`src/rtl/b32e_pkg.sv`:
```
// ----------------------------------------------------------------------------
// b32e_pkg
// Shared types, constants and functions of the Bech32 checksum encoder.
// ----------------------------------------------------------------------------
package b32e_pkg;

  localparam int MAX_STRING_LEN = 90;
  localparam int MAX_PREFIX_LEN = 83;
  localparam int POSTFIX_LEN    = 6;
  localparam int COUNT_CAP      = 127;
  localparam int CMD_FIFO_DEPTH = 2;

  localparam int CHAR_W      = 7;
  localparam int SYM_W       = 5;
  localparam int ACC_W       = 30;
  localparam int TOTAL_W     = 7;
  localparam int PFX_ADDR_W  = $clog2(MAX_PREFIX_LEN);
  localparam int PFX_CNT_W   = $clog2(MAX_PREFIX_LEN + 1);
  localparam int CHK_IDX_W   = $clog2(POSTFIX_LEN);
  localparam int FIFO_PTR_W  = (CMD_FIFO_DEPTH > 1) ? $clog2(CMD_FIFO_DEPTH) : 1;
  localparam int FIFO_CNT_W  = $clog2(CMD_FIFO_DEPTH + 1);

  localparam logic [ACC_W-1:0]  BECH32_CONST  = 30'h0000_0001;
  localparam logic [ACC_W-1:0]  BECH32M_CONST = 30'h2bc8_30a3;
  localparam logic [ACC_W-1:0]  ACC_INIT      = 30'h0000_0001;
  localparam logic [CHAR_W-1:0] SEPARATOR     = 7'h31;

  localparam logic REQ_PREFIX = 1'b0;
  localparam logic REQ_DATA   = 1'b1;

  localparam logic [ACC_W-1:0] GEN_POLY [SYM_W] = '{
    30'h3b6a57b2, 30'h26508e6d, 30'h1ea119fa, 30'h3d4233dd, 30'h2a1462b3
  };

  localparam logic [7:0] CHARSET [32] = '{
    "q", "p", "z", "r", "y", "9", "x", "8", "g", "f", "2", "t", "v", "d", "w", "0",
    "s", "3", "j", "n", "5", "4", "k", "h", "c", "e", "6", "m", "u", "a", "7", "l"
  };

  typedef struct packed {
    logic              req_type;
    logic [CHAR_W-1:0] value;
    logic              last;
  } in_item_t;

  typedef struct packed {
    logic [CHAR_W-1:0] out_char;
    logic              too_long;
    logic              end_of_string;
  } out_item_t;

  typedef enum logic [1:0] {
    CMD_PREFIX     = 2'd0,
    CMD_FIRST_DATA = 2'd1,
    CMD_DATA       = 2'd2
  } cmd_kind_t;

  typedef struct packed {
    cmd_kind_t         kind;
    logic [CHAR_W-1:0] value;
    logic              last;
  } cmd_t;

  typedef enum logic [2:0] {
    ST_IDLE   = 3'd0,
    ST_REPLAY = 3'd1,
    ST_SEP    = 3'd2,
    ST_DATA   = 3'd3,
    ST_CHECK  = 3'd4
  } back_state_t;

  // One polymod step: shift in a 5-bit symbol, reduce by the generator.
  function automatic logic [ACC_W-1:0] polymod_fold(logic [ACC_W-1:0] acc,
                                                    logic [SYM_W-1:0] sym);
    logic [SYM_W-1:0] top;
    logic [ACC_W-1:0] r;
    top = acc[ACC_W-1 -: SYM_W];
    r   = {acc[ACC_W-SYM_W-1:0], sym};
    for (int j = 0; j < SYM_W; j++) begin
      if (top[j]) begin
        r = r ^ GEN_POLY[j];
      end
    end
    return r;
  endfunction

  function automatic logic [CHAR_W-1:0] sym_char(logic [SYM_W-1:0] sym);
    logic [7:0] c;
    c = CHARSET[sym];
    return c[CHAR_W-1:0];
  endfunction

endpackage

```
`src/rtl/b32e_ram.sv`:
```
// ----------------------------------------------------------------------------
// b32e_ram
// Generic single-write, single-read RAM with registered read data.
// ----------------------------------------------------------------------------
module b32e_ram #(
  parameter int WIDTH = 8,
  parameter int DEPTH = 16
) (
  input  logic                     clk,
  input  logic                     we,
  input  logic [$clog2(DEPTH)-1:0] waddr,
  input  logic [WIDTH-1:0]         wdata,
  input  logic [$clog2(DEPTH)-1:0] raddr,
  output logic [WIDTH-1:0]         rdata
);

  logic [WIDTH-1:0] mem [DEPTH];

  always_ff @(posedge clk) begin
    if (we) begin
      mem[waddr] <= wdata;
    end
    rdata <= mem[raddr];
  end

endmodule

```
`src/rtl/b32e_front.sv`:
```
// ----------------------------------------------------------------------------
// b32e_front
// Input stage: accept items, drop stray prefix characters, tag the first
// data symbol of each string, and push commands into the queue.
// ----------------------------------------------------------------------------
module b32e_front
  import b32e_pkg::*;
(
  input  logic     clk,
  input  logic     rst,
  input  logic     in_valid,
  output logic     in_ready,
  input  in_item_t in_item,
  input  logic     fifo_full,
  output logic     push,
  output cmd_t     push_cmd
);

  logic in_data;
  logic in_data_next;
  logic accept;

  assign in_ready = !fifo_full;
  assign accept   = in_valid && in_ready;

  always_comb begin
    push           = 1'b0;
    push_cmd.kind  = CMD_PREFIX;
    push_cmd.value = in_item.value;
    push_cmd.last  = in_item.last;
    in_data_next   = in_data;
    if (accept) begin
      if (in_item.req_type == REQ_PREFIX) begin
        // prefix characters inside the data part are dropped
        push          = !in_data;
        push_cmd.last = 1'b0;
      end else begin
        push          = 1'b1;
        push_cmd.kind = in_data ? CMD_DATA : CMD_FIRST_DATA;
        in_data_next  = !in_item.last;
      end
    end
  end

  always_ff @(posedge clk) begin
    if (rst) begin
      in_data <= 1'b0;
    end else begin
      in_data <= in_data_next;
    end
  end

endmodule

```
`src/rtl/b32e_cmd_fifo.sv`:
```
// ----------------------------------------------------------------------------
// b32e_cmd_fifo
// Short command queue between the input stage and the encoder engine.
// ----------------------------------------------------------------------------
module b32e_cmd_fifo
  import b32e_pkg::*;
(
  input  logic clk,
  input  logic rst,
  input  logic push,
  input  cmd_t push_cmd,
  output logic full,
  input  logic pop,
  output logic cmd_valid,
  output cmd_t cmd
);

  cmd_t                  entries [CMD_FIFO_DEPTH];
  logic [FIFO_PTR_W-1:0] wr_ptr;
  logic [FIFO_PTR_W-1:0] rd_ptr;
  logic [FIFO_CNT_W-1:0] count;
  logic                  do_push;
  logic                  do_pop;

  assign full      = (count == FIFO_CNT_W'(CMD_FIFO_DEPTH));
  assign cmd_valid = (count != '0);
  assign cmd       = entries[rd_ptr];
  assign do_push   = push && !full;
  assign do_pop    = pop && cmd_valid;

  function automatic logic [FIFO_PTR_W-1:0] wrap_inc(logic [FIFO_PTR_W-1:0] p);
    return (p == FIFO_PTR_W'(CMD_FIFO_DEPTH - 1)) ? '0 : p + 1'b1;
  endfunction

  always_ff @(posedge clk) begin
    if (do_push) begin
      entries[wr_ptr] <= push_cmd;
    end
  end

  always_ff @(posedge clk) begin
    if (rst) begin
      wr_ptr <= '0;
      rd_ptr <= '0;
      count  <= '0;
    end else begin
      if (do_push) begin
        wr_ptr <= wrap_inc(wr_ptr);
      end
      if (do_pop) begin
        rd_ptr <= wrap_inc(rd_ptr);
      end
      unique case ({do_push, do_pop})
        2'b10:   count <= count + 1'b1;
        2'b01:   count <= count - 1'b1;
        default: count <= count;
      endcase
    end
  end

endmodule

```
`src/rtl/b32e_back.sv`:
```
// ----------------------------------------------------------------------------
// b32e_back
// Encoder engine: prefix buffer, polymod accumulator, length check,
// checksum emission and the output register.
// ----------------------------------------------------------------------------
module b32e_back
  import b32e_pkg::*;
(
  input  logic             clk,
  input  logic             rst,
  input  logic [ACC_W-1:0] final_const,
  input  logic             cmd_valid,
  input  cmd_t             cmd,
  output logic             pop,
  output logic             out_valid,
  input  logic             out_ready,
  output out_item_t        out_item
);

  back_state_t          state;
  back_state_t          state_next;
  logic [ACC_W-1:0]     acc;
  logic [ACC_W-1:0]     acc_next;
  logic [PFX_CNT_W-1:0] prefix_count;
  logic [PFX_CNT_W-1:0] prefix_count_next;
  logic [TOTAL_W-1:0]   total_count;
  logic [TOTAL_W-1:0]   total_inc;
  logic                 overflow_seen;
  logic                 overflow_next;
  logic [PFX_CNT_W-1:0] replay_idx;
  logic [PFX_CNT_W-1:0] replay_idx_next;
  logic [SYM_W-1:0]     cur_sym;
  logic                 cur_last;
  logic [ACC_W-1:0]     chk_sr;
  logic [ACC_W-1:0]     chk_sr_next;
  logic [CHK_IDX_W-1:0] chk_idx;
  logic [CHK_IDX_W-1:0] chk_idx_next;
  logic                 slot_free;
  logic                 emit;
  out_item_t            emit_item;
  logic                 count_en;
  logic                 pfx_over;
  logic                 latch_cmd;
  logic                 clear_str;
  logic                 ram_we;
  logic [PFX_ADDR_W-1:0] ram_waddr;
  logic [PFX_ADDR_W-1:0] ram_raddr;
  logic [CHAR_W-1:0]    ram_rdata;
  logic [PFX_CNT_W-1:0] idx_plus;
  logic                 pfx_room;
  logic                 chk_final;

  assign slot_free = !out_valid || out_ready;
  assign total_inc = (total_count == TOTAL_W'(COUNT_CAP)) ? total_count
                                                          : total_count + 1'b1;
  assign overflow_next = overflow_seen || pfx_over ||
                         (count_en && (({1'b0, total_inc} + 8'(POSTFIX_LEN)) >
                                       8'(MAX_STRING_LEN)));
  assign idx_plus  = replay_idx + 1'b1;
  assign pfx_room  = (prefix_count < PFX_CNT_W'(MAX_PREFIX_LEN));
  assign chk_final = (chk_idx == CHK_IDX_W'(POSTFIX_LEN - 1));

  b32e_ram #(
    .WIDTH (CHAR_W),
    .DEPTH (MAX_PREFIX_LEN)
  ) u_prefix_ram (
    .clk   (clk),
    .we    (ram_we),
    .waddr (ram_waddr),
    .wdata (cmd.value),
    .raddr (ram_raddr),
    .rdata (ram_rdata)
  );

  // next state
  always_comb begin
    state_next = state;
    unique case (state)
      ST_IDLE: begin
        if (cmd_valid) begin
          unique case (cmd.kind)
            CMD_FIRST_DATA: state_next = ST_REPLAY;
            CMD_DATA: begin
              if (slot_free && cmd.last) begin
                state_next = ST_CHECK;
              end
            end
            default: state_next = ST_IDLE;
          endcase
        end
      end
      ST_REPLAY: begin
        if (replay_idx == prefix_count) begin
          state_next = ST_SEP;
        end
      end
      ST_SEP: begin
        if (slot_free) begin
          state_next = ST_DATA;
        end
      end
      ST_DATA: begin
        if (slot_free) begin
          state_next = cur_last ? ST_CHECK : ST_IDLE;
        end
      end
      ST_CHECK: begin
        if (slot_free && chk_final) begin
          state_next = ST_IDLE;
        end
      end
      default: state_next = ST_IDLE;
    endcase
  end

  // datapath controls and next values
  always_comb begin
    pop               = 1'b0;
    emit              = 1'b0;
    emit_item         = '0;
    count_en          = 1'b0;
    pfx_over          = 1'b0;
    latch_cmd         = 1'b0;
    clear_str         = 1'b0;
    ram_we            = 1'b0;
    ram_waddr         = prefix_count[PFX_ADDR_W-1:0];
    ram_raddr         = '0;
    acc_next          = acc;
    prefix_count_next = prefix_count;
    replay_idx_next   = replay_idx;
    chk_sr_next       = chk_sr;
    chk_idx_next      = chk_idx;
    unique case (state)
      ST_IDLE: begin
        if (cmd_valid) begin
          unique case (cmd.kind)
            CMD_PREFIX: begin
              if (slot_free) begin
                pop      = 1'b1;
                count_en = 1'b1;
                if (pfx_room) begin
                  ram_we            = 1'b1;
                  acc_next          = polymod_fold(acc, SYM_W'(cmd.value[CHAR_W-1:SYM_W]));
                  prefix_count_next = prefix_count + 1'b1;
                end else begin
                  pfx_over = 1'b1;
                end
                emit               = 1'b1;
                emit_item.out_char = cmd.value;
              end
            end
            CMD_FIRST_DATA: begin
              // fold the zero between the high and low halves, start replay
              pop             = 1'b1;
              latch_cmd       = 1'b1;
              acc_next        = polymod_fold(acc, '0);
              replay_idx_next = '0;
            end
            CMD_DATA: begin
              if (slot_free) begin
                pop                = 1'b1;
                count_en           = 1'b1;
                acc_next           = polymod_fold(acc, cmd.value[SYM_W-1:0]);
                emit               = 1'b1;
                emit_item.out_char = sym_char(cmd.value[SYM_W-1:0]);
                chk_sr_next        = acc_next ^ final_const;
                chk_idx_next       = '0;
              end
            end
            default: pop = 1'b1;
          endcase
        end
      end
      ST_REPLAY: begin
        if (replay_idx != prefix_count) begin
          acc_next        = polymod_fold(acc, ram_rdata[SYM_W-1:0]);
          replay_idx_next = idx_plus;
          if (idx_plus < prefix_count) begin
            ram_raddr = idx_plus[PFX_ADDR_W-1:0];
          end
        end
      end
      ST_SEP: begin
        if (slot_free) begin
          count_en           = 1'b1;
          emit               = 1'b1;
          emit_item.out_char = SEPARATOR;
        end
      end
      ST_DATA: begin
        if (slot_free) begin
          count_en           = 1'b1;
          acc_next           = polymod_fold(acc, cur_sym);
          emit               = 1'b1;
          emit_item.out_char = sym_char(cur_sym);
          chk_sr_next        = acc_next ^ final_const;
          chk_idx_next       = '0;
        end
      end
      ST_CHECK: begin
        if (slot_free) begin
          emit                    = 1'b1;
          emit_item.out_char      = sym_char(chk_sr[ACC_W-1 -: SYM_W]);
          emit_item.end_of_string = chk_final;
          chk_sr_next             = {chk_sr[ACC_W-SYM_W-1:0], {SYM_W{1'b0}}};
          chk_idx_next            = chk_idx + 1'b1;
          clear_str               = chk_final;
        end
      end
      default: pop = 1'b0;
    endcase
    emit_item.too_long = overflow_next;
  end

  always_ff @(posedge clk) begin
    if (rst) begin
      state         <= ST_IDLE;
      acc           <= ACC_INIT;
      prefix_count  <= '0;
      total_count   <= '0;
      overflow_seen <= 1'b0;
      out_valid     <= 1'b0;
    end else begin
      state <= state_next;
      if (clear_str) begin
        acc           <= ACC_INIT;
        prefix_count  <= '0;
        total_count   <= '0;
        overflow_seen <= 1'b0;
      end else begin
        acc           <= acc_next;
        prefix_count  <= prefix_count_next;
        overflow_seen <= overflow_next;
        if (count_en) begin
          total_count <= total_inc;
        end
      end
      if (emit) begin
        out_valid <= 1'b1;
      end else if (out_ready) begin
        out_valid <= 1'b0;
      end
    end
  end

  always_ff @(posedge clk) begin
    replay_idx <= replay_idx_next;
    chk_sr     <= chk_sr_next;
    chk_idx    <= chk_idx_next;
    if (latch_cmd) begin
      cur_sym  <= cmd.value[SYM_W-1:0];
      cur_last <= cmd.last;
    end
    if (emit) begin
      out_item <= emit_item;
    end
  end

endmodule

```
`src/rtl/bech32_checksum_encoder_core.sv`:
```
// ----------------------------------------------------------------------------
// bech32_checksum_encoder_core
// Streaming Bech32 / Bech32m string encoder with checksum generation.
// ----------------------------------------------------------------------------
// Usage:
//   Input channel (in_valid/in_ready/in_item): prefix characters first, then
//   5-bit data symbols, the final one with last set. Each transfer yields its
//   characters on the output channel (out_valid/out_ready/out_item): the
//   prefix echoed, the separator '1', one charset character per symbol and
//   six checksum characters, the final one flagged with end_of_string.
//   too_long rises once the string is known to exceed the length limit; the
//   string is still emitted in full.
//   Path: each item passes the command queue, then the output register.
//   Throughput: one prefix character or data symbol per cycle while the
//   output is not stalled. The first data symbol first folds the zero, then
//   the engine replays the buffered prefix (stored length capped at the
//   prefix buffer size) from its RAM one character per cycle, then emits
//   the separator. The last symbol is followed by the six checksum
//   characters. Reset clears the variant register (Bech32), the queue,
//   the state, accumulator, counts, overflow flag and output valid of the
//   engine and the data flag of the input stage. When the receiver stalls,
//   the output register holds its character and the engine waits; the
//   command queue keeps taking input until full.
//   Write checksum_variant (cfg_write_en/cfg_write_data) only while idle.
// ----------------------------------------------------------------------------
module bech32_checksum_encoder_core
  import b32e_pkg::*;
(
  input  logic      clk,
  input  logic      rst,
  input  logic      cfg_write_en,
  input  logic      cfg_write_data,
  input  logic      in_valid,
  output logic      in_ready,
  input  in_item_t  in_item,
  output logic      out_valid,
  input  logic      out_ready,
  output out_item_t out_item
);

  // 0 selects Bech32, 1 selects Bech32m
  logic             checksum_variant;
  logic [ACC_W-1:0] final_const;

  // front to queue
  logic fifo_full;
  logic push;
  cmd_t push_cmd;

  // queue to engine
  logic cmd_valid;
  cmd_t cmd;
  logic pop;

  always_ff @(posedge clk) begin
    if (rst) begin
      checksum_variant <= 1'b0;
    end else if (cfg_write_en) begin
      checksum_variant <= cfg_write_data;
    end
  end

  assign final_const = checksum_variant ? BECH32M_CONST : BECH32_CONST;

  // Classify items; drop prefix characters that arrive inside a data part.
  b32e_front u_front (
    .clk       (clk),
    .rst       (rst),
    .in_valid  (in_valid),
    .in_ready  (in_ready),
    .in_item   (in_item),
    .fifo_full (fifo_full),
    .push      (push),
    .push_cmd  (push_cmd)
  );

  // Decouple input acceptance from the replay and checksum phases.
  b32e_cmd_fifo u_cmd_fifo (
    .clk       (clk),
    .rst       (rst),
    .push      (push),
    .push_cmd  (push_cmd),
    .full      (fifo_full),
    .pop       (pop),
    .cmd_valid (cmd_valid),
    .cmd       (cmd)
  );

  // Fold symbols, replay the prefix, emit characters through the output reg.
  b32e_back u_back (
    .clk         (clk),
    .rst         (rst),
    .final_const (final_const),
    .cmd_valid   (cmd_valid),
    .cmd         (cmd),
    .pop         (pop),
    .out_valid   (out_valid),
    .out_ready   (out_ready),
    .out_item    (out_item)
  );

endmodule

```
`config.mk`:
```
export PLATFORM = sky130hd
export DESIGN_NAME = bech32_checksum_encoder_core
export DESIGN_NICKNAME = d
export VERILOG_FILES = /design/src/rtl/b32e_pkg.sv /design/src/rtl/b32e_ram.sv /design/src/rtl/b32e_front.sv /design/src/rtl/b32e_cmd_fifo.sv /design/src/rtl/b32e_back.sv /design/src/rtl/bech32_checksum_encoder_core.sv
export SDC_FILE = /design/constraint.sdc
export NUM_CORES = 1
export LEC_CHECK = 0
export BUFFER_PORTS_ARGS = -buffer_cell sky130_fd_sc_hd__buf_4
export CORE_ASPECT_RATIO = 2
export CORE_UTILIZATION = 45
export CTS_CLUSTER_DIAMETER = 100
export DETAILED_ROUTE_END_ITERATION = 10
export PLACE_DENSITY = 0.68
export SLEW_MARGIN = 20
export SYNTH_ARGS = -nofsm -noshare
export SYNTH_HDL_FRONTEND = slang
export SYNTH_SLANG_ARGS = --single-unit
```
`constraint.sdc`:
```
create_clock -name clk -period 10.3 [get_ports clk]
set_input_delay 1.03 -clock clk [delete_from_list [all_inputs] [get_ports clk]]
set_output_delay 1.03 -clock clk [all_outputs]
set_load 0.03 [all_outputs]
```
Yosys cells after proc, flatten, opt, wreduce, memory -nomap -nowiden
Memory sizes are Yosys's and may differ from the RTL's. A register that Yosys moved wholly into a read port is not among the register bits.
Index checks and enable logic that the tools add are counted.
Widths: inputs -> output; s select.
{"block": "classes", "n_addsub": 9, "n_lt_le_gt_ge": 6, "n_eq_ne": 28, "mux": 187, "n_bitwise": 30, "n_reduce_logical": 32}
{"operator": "$mux 30", "count": 102}
{"operator": "$pmux 30 s3", "count": 3}
{"operator": "$mux 29", "count": 5}
{"operator": "$mux 7", "count": 18}
{"operator": "$not 18->18", "count": 5}
{"operator": "$not 17->17", "count": 5}
{"operator": "$not 16->16", "count": 5}
{"operator": "$not 14->14", "count": 5}
{"operator": "$not 13->13", "count": 5}
{"operator": "$xor 30x30->30", "count": 2}
{"operator": "$mux 1", "count": 35}
{"operator": "$mux 3", "count": 11}
{"operator": "$pmux 7 s2", "count": 2}
{"operator": "$pmux 7 s4", "count": 1}
{"operator": "$add 7x1->7 const B", "count": 3}
{"operator": "$ge 6x6->1 const B", "count": 3}
{"operator": "$not 5->6", "count": 3}
{"operator": "$ne 2x1->1 const B", "count": 8}
{"operator": "$pmux 3 s5", "count": 1}
{"operator": "$ne 3x2->1 const B", "count": 4}
{"operator": "$reduce_and 6->1", "count": 2}
{"operator": "$pmux 3 s3", "count": 1}
{"operator": "$add 7x3->8 const B", "count": 1}
{"operator": "$gt 8x7->1 const B", "count": 1}
{"operator": "34 further kinds", "count": 61}
{"block": "totals", "reg_bits": 110, "ram_bits": 601, "rom_bits": 768, "in_bits": 15, "output_inout_bits": 11, "elab_cells": 316, "mem_count": 5}
{"memory": "u_back.u_prefix_ram.mem", "words": 83, "word_bits": 7, "rd": 1, "rd_ports_with_merged_regs": 1, "write_ports": 1, "line_no": "b32e_ram.sv:17", "rtl": "logic [WIDTH-1:0] mem [DEPTH];"}
{"memory": "(no name shown)", "words": 32, "word_bits": 8, "rd": 1, "rd_ports_with_merged_regs": 0, "write_ports": 0, "line_no": "b32e_pkg.sv:89", "rtl": "c = CHARSET[sym];"}
{"memory": "(no name shown)", "words": 32, "word_bits": 8, "rd": 1, "rd_ports_with_merged_regs": 0, "write_ports": 0, "line_no": "b32e_pkg.sv:89"}
{"memory": "(no name shown)", "words": 32, "word_bits": 8, "rd": 1, "rd_ports_with_merged_regs": 0, "write_ports": 0, "line_no": "b32e_pkg.sv:89"}
{"memory": "u_cmd_fifo.entries", "words": 2, "word_bits": 10, "rd": 1, "rd_ports_with_merged_regs": 1, "write_ports": 1, "line_no": "b32e_cmd_fifo.sv:18", "rtl": "cmd_t entries [CMD_FIFO_DEPTH];"}

Longest topological paths before layout
Gate-level depths: netlist of run 1.
{"block": "depth", "depth_word": 35, "depth_mapped": 18, "mapped_depth_nobuf": 15}

Cells and area by module
A second synthesis of run 1 with hierarchy kept.
{"block": "unflattened", "hier_cells": 1978, "area_unflattened_um2": 31027.3}
{"mod": "b32e_ram", "n_inst": 1, "cells_each": 1123, "area_per_inst_um2": 23043.4, "seq_area_each_um2": 17586.9}
{"mod": "b32e_back", "n_inst": 1, "cells_each": 774, "area_per_inst_um2": 6857.8, "seq_area_each_um2": 2632.5}
{"mod": "b32e_cmd_fifo", "n_inst": 1, "cells_each": 57, "area_per_inst_um2": 944.7, "seq_area_each_um2": 700.7}
{"mod": "b32e_front", "n_inst": 1, "cells_each": 19, "area_per_inst_um2": 140.1, "seq_area_each_um2": 20.0}
{"mod": "bech32_checksum_encoder_core", "n_inst": 1, "cells_each": 5, "area_per_inst_um2": 41.3, "seq_area_each_um2": 20.0}

Worst setup path after synthesis of run 1
No wires, ideal clock.
{"block": "synth_timing", "path_kind": "flip-flop to flip-flop", "from": "register (tool-made name)", "to": "register u_back.chk_sr[0] (enable)", "setup_ps": 427, "t_arrival_ps": 3568, "setup_slack_ps": 6305, "stages_incl_launch_ff": 9, "synth_period_minus_slack_ps": 3995, "path_cell_list": "dfxtp_1 clkbuf_1 mux2i_1 ha_1 clkbuf_1 clkbuf_1 nor2b_1 o21ai_0 a21oi_1"}
{"item": "end signal, assigned", "line_no": "b32e_back.sv:248", "rtl": "chk_sr <= chk_sr_next;"}
{"item": "end, declared", "line_no": "b32e_back.sv:34", "rtl": "logic [ACC_W-1:0] chk_sr;"}

Worst setup path in the final report of run 1
{"block": "layout_timing", "from": "register u_back.replay_idx[2]", "to": "register u_back.u_prefix_ram.rdata[0], read port of u_back.u_prefix_ram.mem"}
{"block": "layout_between", "elab_chain_cells": 5, "word_cells_on_any_way": 6, "classes_between": "add/sub: 1; order compare: 1; eq/ne: 1; mux: 3"}
{"item": "start, declared", "line_no": "b32e_back.sv:30", "rtl": "logic [PFX_CNT_W-1:0] replay_idx;"}
{"item": "start signal, assigned", "line_no": "b32e_back.sv:247", "rtl": "replay_idx <= replay_idx_next;"}
{"item": "$add 7x1->7 (*)", "line_no": "b32e_back.sv:59", "rtl": "assign idx_plus = replay_idx + 1'b1;"}
{"item": "net u_back.idx_plus[5]", "line_no": "b32e_back.sv:49", "rtl": "logic [PFX_CNT_W-1:0] idx_plus;"}
{"item": "$lt 7x7->1", "line_no": "b32e_back.sv:178", "rtl": "if (idx_plus < prefix_count) begin"}
{"item": "$mux 7 (*)", "line_no": "b32e_back.sv:178"}
{"item": "$mux 7 (*)", "line_no": "b32e_back.sv:175", "rtl": "if (replay_idx != prefix_count) begin"}
{"item": "$mux 7 (*)", "line_no": "b32e_back.sv:133", "rtl": "unique case (state)"}
{"item": "end, declared", "line_no": "b32e_ram.sv:14", "rtl": "output logic [WIDTH-1:0] rdata"}
Mark *: on every way through the listed nets, which the timed path passes. The rest lies on a longest branch.
A chain may end at the register's enable or synchronous reset.

==> results.toml, run 1 <==
[routing]
routed_wl_um = 77000
drc = 0
via_per_inst = 6.23
first_iter_violations = 1633
first_pass_iters = 5
ant_nets = 0
vias = 17100
routedWlPerCell_um = 28.1

[die]
die-area_um2 = 55900
die_h_um = 333
io_pins = 26
die_x_um = 168
num_rows = 121
start_util_pct = 45.4
coreArea_um2 = 54400

[logic_synthesis]
synth_cells = 2047
yosys_register_bits = 551
ys_seq_area_share_pct = 64.5
async_flop_share_pct = 0
syn_area_um2 = 24700
avgSynthCellArea_um2 = 12.1
synth_nets = 2080
yosysWarnings = 0
synth_edf_count = 490
yosysUniqueCellTypes = 83
ys.flop_type = "edfxtp_1"

[placed_design]
placed_area_um2 = 25500
gp_congestion = 1.02
io_buffers = 25
dp_hpwl_um = 51800
dpl.cell_count = 2656

[timing]
hold_viol_final = 0
timing.final.crit_share_pct = 50.5
finClkSkew_ns = 0.0368
setup_viol = 0
setup_tns_ns = 0
rsz0062_at_grt = "no"
clock.fmax_mhz = 192
tightest_slew_ns = 1.12
timing.final.crit_period_ns = 5.20
maxSlewViolCount = 0
relSlewSlack_pct = 24.6

[global_route]
grt_pass1_wl_um = 113000
first_global_vias = 17000
grt_start_max_net_pins = 94
grt_usage_pct = 27.9
grt_overflow = 0
antenna_found_initial = 0

[setup_path]
crit_type = "flop to flop"
worstSetupStartpointType = "flop"
critPathCaptureType = "flop"
rr_startpoint = "u_back.replay_idx[2]"
crit_arrival_ns = 5.72
startpoint = "u_back.replay_idx[2]"
critPathMaxFanout = 61
worstPathRequired_ns = 10.82

[pwr]
leakage_nw = 8.86
power_density_nw_per_um2 = 226
irDropWorstVdd_v = 0.000118

[layout]
stdcell_count = 2744
fin_area_um2 = 27100
syn2layout_area_growth_pct = 9.83
layout_commonest_cell = "edfxtp_1"
layout_common_cells = "edfxtp_1, nor2_1, nand2_1"
nets = 2063
diodes = 0
drive_gt1_share_pct = 10.0
fin_util_pct = 49.9

[cts]
numCtsBuffers = 48
cts_tree = "yes"
postCtsSetupBuffers = 0
root_buffer = "clkbuf_16"
postCtsHoldBufs = 0
clk_pin_slew_worst_paths_ns = 0.06
cts_resized = 0
cts_buffer_depth = 3
h-tree-depth = 2
insertion_delay_ns = 0.61
clkSinkCount = 551

[run]
max_cap_violations = 0

[outcome]
status = "complete, no violations"

[worst_hold_path]
hold_path_startpoint = "u_back.acc[4]"
min_path_type = "flop to flop"
[report_power, final]
group / leakage [nW] / switching [mW] / internal [mW]
logic: 3.13 / 1.02 / 0.366
registers: 4.93 / 0.106 / 2.74
clock network: 0.792 / 0.827 / 1.08
total: 8.86 / 1.96 / 4.18
[area by class of cell]
cell class	count	area, um^2
Fill cell	4700	27200
Multi-Input combinational cell	1329	8090
Inverter	35	133
Clock inverter	29	372
Sequential cell	551	15900
Timing Repair Buffer	65	488
Clock buffer	59	1260
Tap cell	676	846
[cells by family after synthesis]
family                     synth area share, %
AOI/OAI and AO/OA                         12.3
xor gates and xnor gates                  3.78
adders and majority gates                0.912
buffers and inverters                     2.94
DFF                                       64.5
muxes                                     3.23
and+or+nand+nor                           12.3
[worst max-delay path: stages (launching register included)]
cell,delay [ns]
edfxtp_1,0.47
and3_1,0.21
nand3_1,0.09
xor2_1,0.34
inv_1,0.09
ha_1,0.32
o211ai_1,0.68
o21ai_4,0.26
nor3_4,0.21
buf_4,0.67
nor2_1,0.26
a221oi_1,0.94
a311oi_1,0.20
nand2_1,0.11
and4bb_1,0.21
[per-stage QoR]
| step | total power, mW | setup WS, ns | hold WS, ns |
|---|---|---|---|
| 5_1_grt | 6.33 | 5.03 | 0.541 |
| 3_3_place_gp | 4.22 | 5.26 | 0.483 |
| 4_1_cts | 6.13 | 5.22 | 0.513 |
| 6_report | 6.14 | 5.10 | 0.510 |
| 3_5_place_dp | 4.25 | 5.26 | 0.498 |
| 2_1_floorplan | 3.74 | 6.30 | 0.472 |
[metal layers]
layer / up-vias / wire length (um) / GRT usage [%]
met5: - / 0 / 0
met4: 0 / 7800 / 24.9
met3: 299 / 5310 / 5.17
met2: 850 / 40100 / 49.7
met1: 8357 / 23800 / 27.3
li1: 7594 / - / -
[state kept, by name, indices dropped and copies added (netlist names), 7 cells and up, named ones only]
signal / flops
u_back.acc: 30
u_back.prefix_count: 7
u_back.chk_sr: 30
u_cmd_fifo.entries: 20
u_back.out_item: 9
u_back.replay_idx: 7
u_back.u_prefix_ram.mem: 415
u_back.total_count: 7
[final timing paths]
kind,end,slack [ns],depth (start not counted)
max,u_back.u_prefix_ram.rdata[0],5.10,14
min,u_back.acc[4],0.51,2
max reg2reg,u_back.u_prefix_ram.rdata[0],5.10,14
min reg2reg,u_back.acc[4],0.51,2
[cell usage after synthesis (27+ instances only)]
master / instances / area share, %
inv_1: 31 / 0.47
xnor2_1: 52 / 1.8
nor2_1: 225 / 3.4
dfxtp_1: 61 / 4.9
edfxtp_1: 490 / 60
o22ai_1: 27 / 0.68
clkbuf_1: 75 / 1.1
a31oi_1: 33 / 0.84
buf_2: 43 / 0.87
o21ai_0: 81 / 1.6
xor2_1: 51 / 1.8
a21oi_1: 125 / 2.5
a211oi_1: 44 / 1.3
nand3_1: 81 / 1.6
mux2i_1: 55 / 2.2
nand2_1: 211 / 3.2
nor3_1: 44 / 0.89
No activity file was read; power rests on OpenSTA's default activity.
==> run 2, diff against run 1 <==
clock period = 5.2 ns   (was 10.3 ns; I/O delays follow)
==> results.toml, run 2 (synthesized netlist as in run 1, its figures left out) <==
[timing]
finClkSkew_ns = 0.0198
clock.fmax_mhz = 218
maxSlewViolCount = 0
timing.final.crit_share_pct = 88.1
rsz0062_at_grt = "no"
timing.final.crit_period_ns = 4.58
fin_ws_ns = 0.617
setup_viol = 0
relSlewSlack_pct = 25.5
hold_ws_ns = 0.113
setup_tns_ns = 0
hold_viol_final = 0
tightest_slew_ns = 1.12

[cts]
insertion_delay_ns = 0.60
cts_buffer_depth = 3
cts_resized = 0
numCtsBuffers = 47
clkSinkCount = 551
cts_tree = "yes"
clk_pin_slew_worst_paths_ns = 0.07
root_buffer = "clkbuf_16"
postCtsHoldBufs = 0
h-tree-depth = 2
postCtsSetupBuffers = 0

[layout]
fin_util_pct = 50.4
diodes = 0
fill_cells = 4662
top_regs = "u_back.u_prefix_ram.mem (415), u_back.acc (30), u_back.chk_sr (30)"
largest_register_ffs = 415
layout_commonest_cell = "edfxtp_1"
syn2layout_area_growth_pct = 10.8
stdcell_count = 2779
drive_gt1_share_pct = 11.6
fin_area_um2 = 27400
largest_register = "u_back.u_prefix_ram.mem"
layout_common_cells = "edfxtp_1, nor2_1, nand2_1"
nets = 2100

[pwr]
power_density_nw_per_um2 = 442
leakage_nw = 9.04
irDropWorstVdd_v = 0.000232
p_total_mw = 12.1

[global_route]
grt_overflow = 0
use_met1_pct = 27.4
grt_pass1_wl_um = 114000
grt_usage_pct = 28.4
use_met3_pct = 3.80
antenna_found_initial = 0
first_global_vias = 17200
busiest_layer = "met2"
grt_util_met2_pct = 51.3
grt_start_max_net_pins = 91

[placed_design]
place_worst_setup_slack_ns = 0.754
io_buffers = 25
placed_area_um2 = 25800
dp_hpwl_um = 55100
gp_congestion = 1.02
dpl.cell_count = 2694

[worst_hold_path]
min_path_type = "input port to flop"
hold_path_startpoint = "in_item[3]"
hold-path-cell-count = 1
hold-path-endpoint = "u_cmd_fifo.entries[1][3]"

[routing]
via_per_inst = 6.20
first_pass_iters = 6
first_iter_violations = 1478
routedWlPerCell_um = 28.4
vias = 17200
ant_nets = 0
drc = 0
routed_wl_um = 78900

[setup_path]
crit_arrival_ns = 5.12
rr_startpoint = "u_back.replay_idx[0]"
path_delay_family = "buffers and inverters"
rrSetupSlack_ns = 0.62
worst_path_most_repeated_cell = "buf_4"
path_cells = "ha_1 > nand3_1 > nor2_1 > xnor2_1 > inv_1 > ha_1 > nand4_1 > a21oi_1 > nor2_2 > buf_4 > buf_4 > nand2_1 > buf_4 > buf_4 > a21oi_1 > a221oi_1 > a311oi_1 > nand2_1 > and4bb_1"
worstPathRequired_ns = 5.74
worstRegToRegCells = 19
critPathMaxFanout = 34
worstSetupStartpointType = "flop"
crit_path_max_incr_delay_ns = 0.58
r2r_end = "u_back.u_prefix_ram.rdata[0]"
worst_path_max_delay_cell = "a221oi_1"
worst-path-buf-inv = 5
critPathCaptureType = "flop"
crit_type = "flop to flop"

[die]
num_rows = 121
die_h_um = 333
io_pins = 26
die_x_um = 168
coreArea_um2 = 54400
start_util_pct = 45.4
die-area_um2 = 55900

[outcome]
status = "complete, no violations"

[run]
max_cap_violations = 0
-- run 2: changes by cell type in the layout (fill, tap and decap cells not counted), moves of 2 or more --
cell | previous run | this run
clkinv_2 | 9 | 12
clkbuf_8 | 0 | 2
buf_4 | 65 | 98
a211oi_1 | 42 | 44
a211oi_2 | 3 | 1
bufinv_16 | 8 | 5
clkbuf_1 | 10 | 6
buf_12 | 0 | 5
-- run 2: report_power, final --
| group | internal (mW) | switching, mW | total, mW |
|---|---|---|---|
| combinational | 0.777 | 2.06 | 2.84 |
| sequential | 5.42 | 0.212 | 5.63 |
| clock | 2.00 | 1.63 | 3.63 |
| total | 8.20 | 3.90 | 12.1 |
-- run 2: worst max-delay path by stage --
stage                         startpoint                           end  slack, ns  depth (start not counted)
CTS                 u_back.replay_idx[0]  u_back.u_prefix_ram.rdata[0]       0.73                         16
global placement    u_back.replay_idx[0]  u_back.u_prefix_ram.rdata[4]       0.77                         19
floorplan                           flop              u_back.chk_sr[0]       1.20                          8
finish              u_back.replay_idx[0]  u_back.u_prefix_ram.rdata[0]       0.62                         19
detailed placement  u_back.replay_idx[0]  u_back.u_prefix_ram.rdata[0]       0.75                         16
global route        u_back.replay_idx[0]  u_back.u_prefix_ram.rdata[0]       0.49                         16
-- run 2: layout make-up --
cell class	instances	area (um^2)	area share (%)
inverter	35	133	0.484
multi-input combinational	1329	8080	29.5
clock inverter	28	278	1.01
timing repair buffer	103	836	3.05
clock buffer	57	1280	4.66
tap	676	846	3.09
sequential	551	15900	58.2
-- run 2: per-layer routing --
| layer | up-vias | wire, um |
|---|---|---|
| met5 | - | 0 |
| met4 | 0 | 8730 |
| met3 | 290 | 3940 |
| met2 | 745 | 41400 |
| met1 | 8515 | 24900 |
| li1 | 7671 | - |
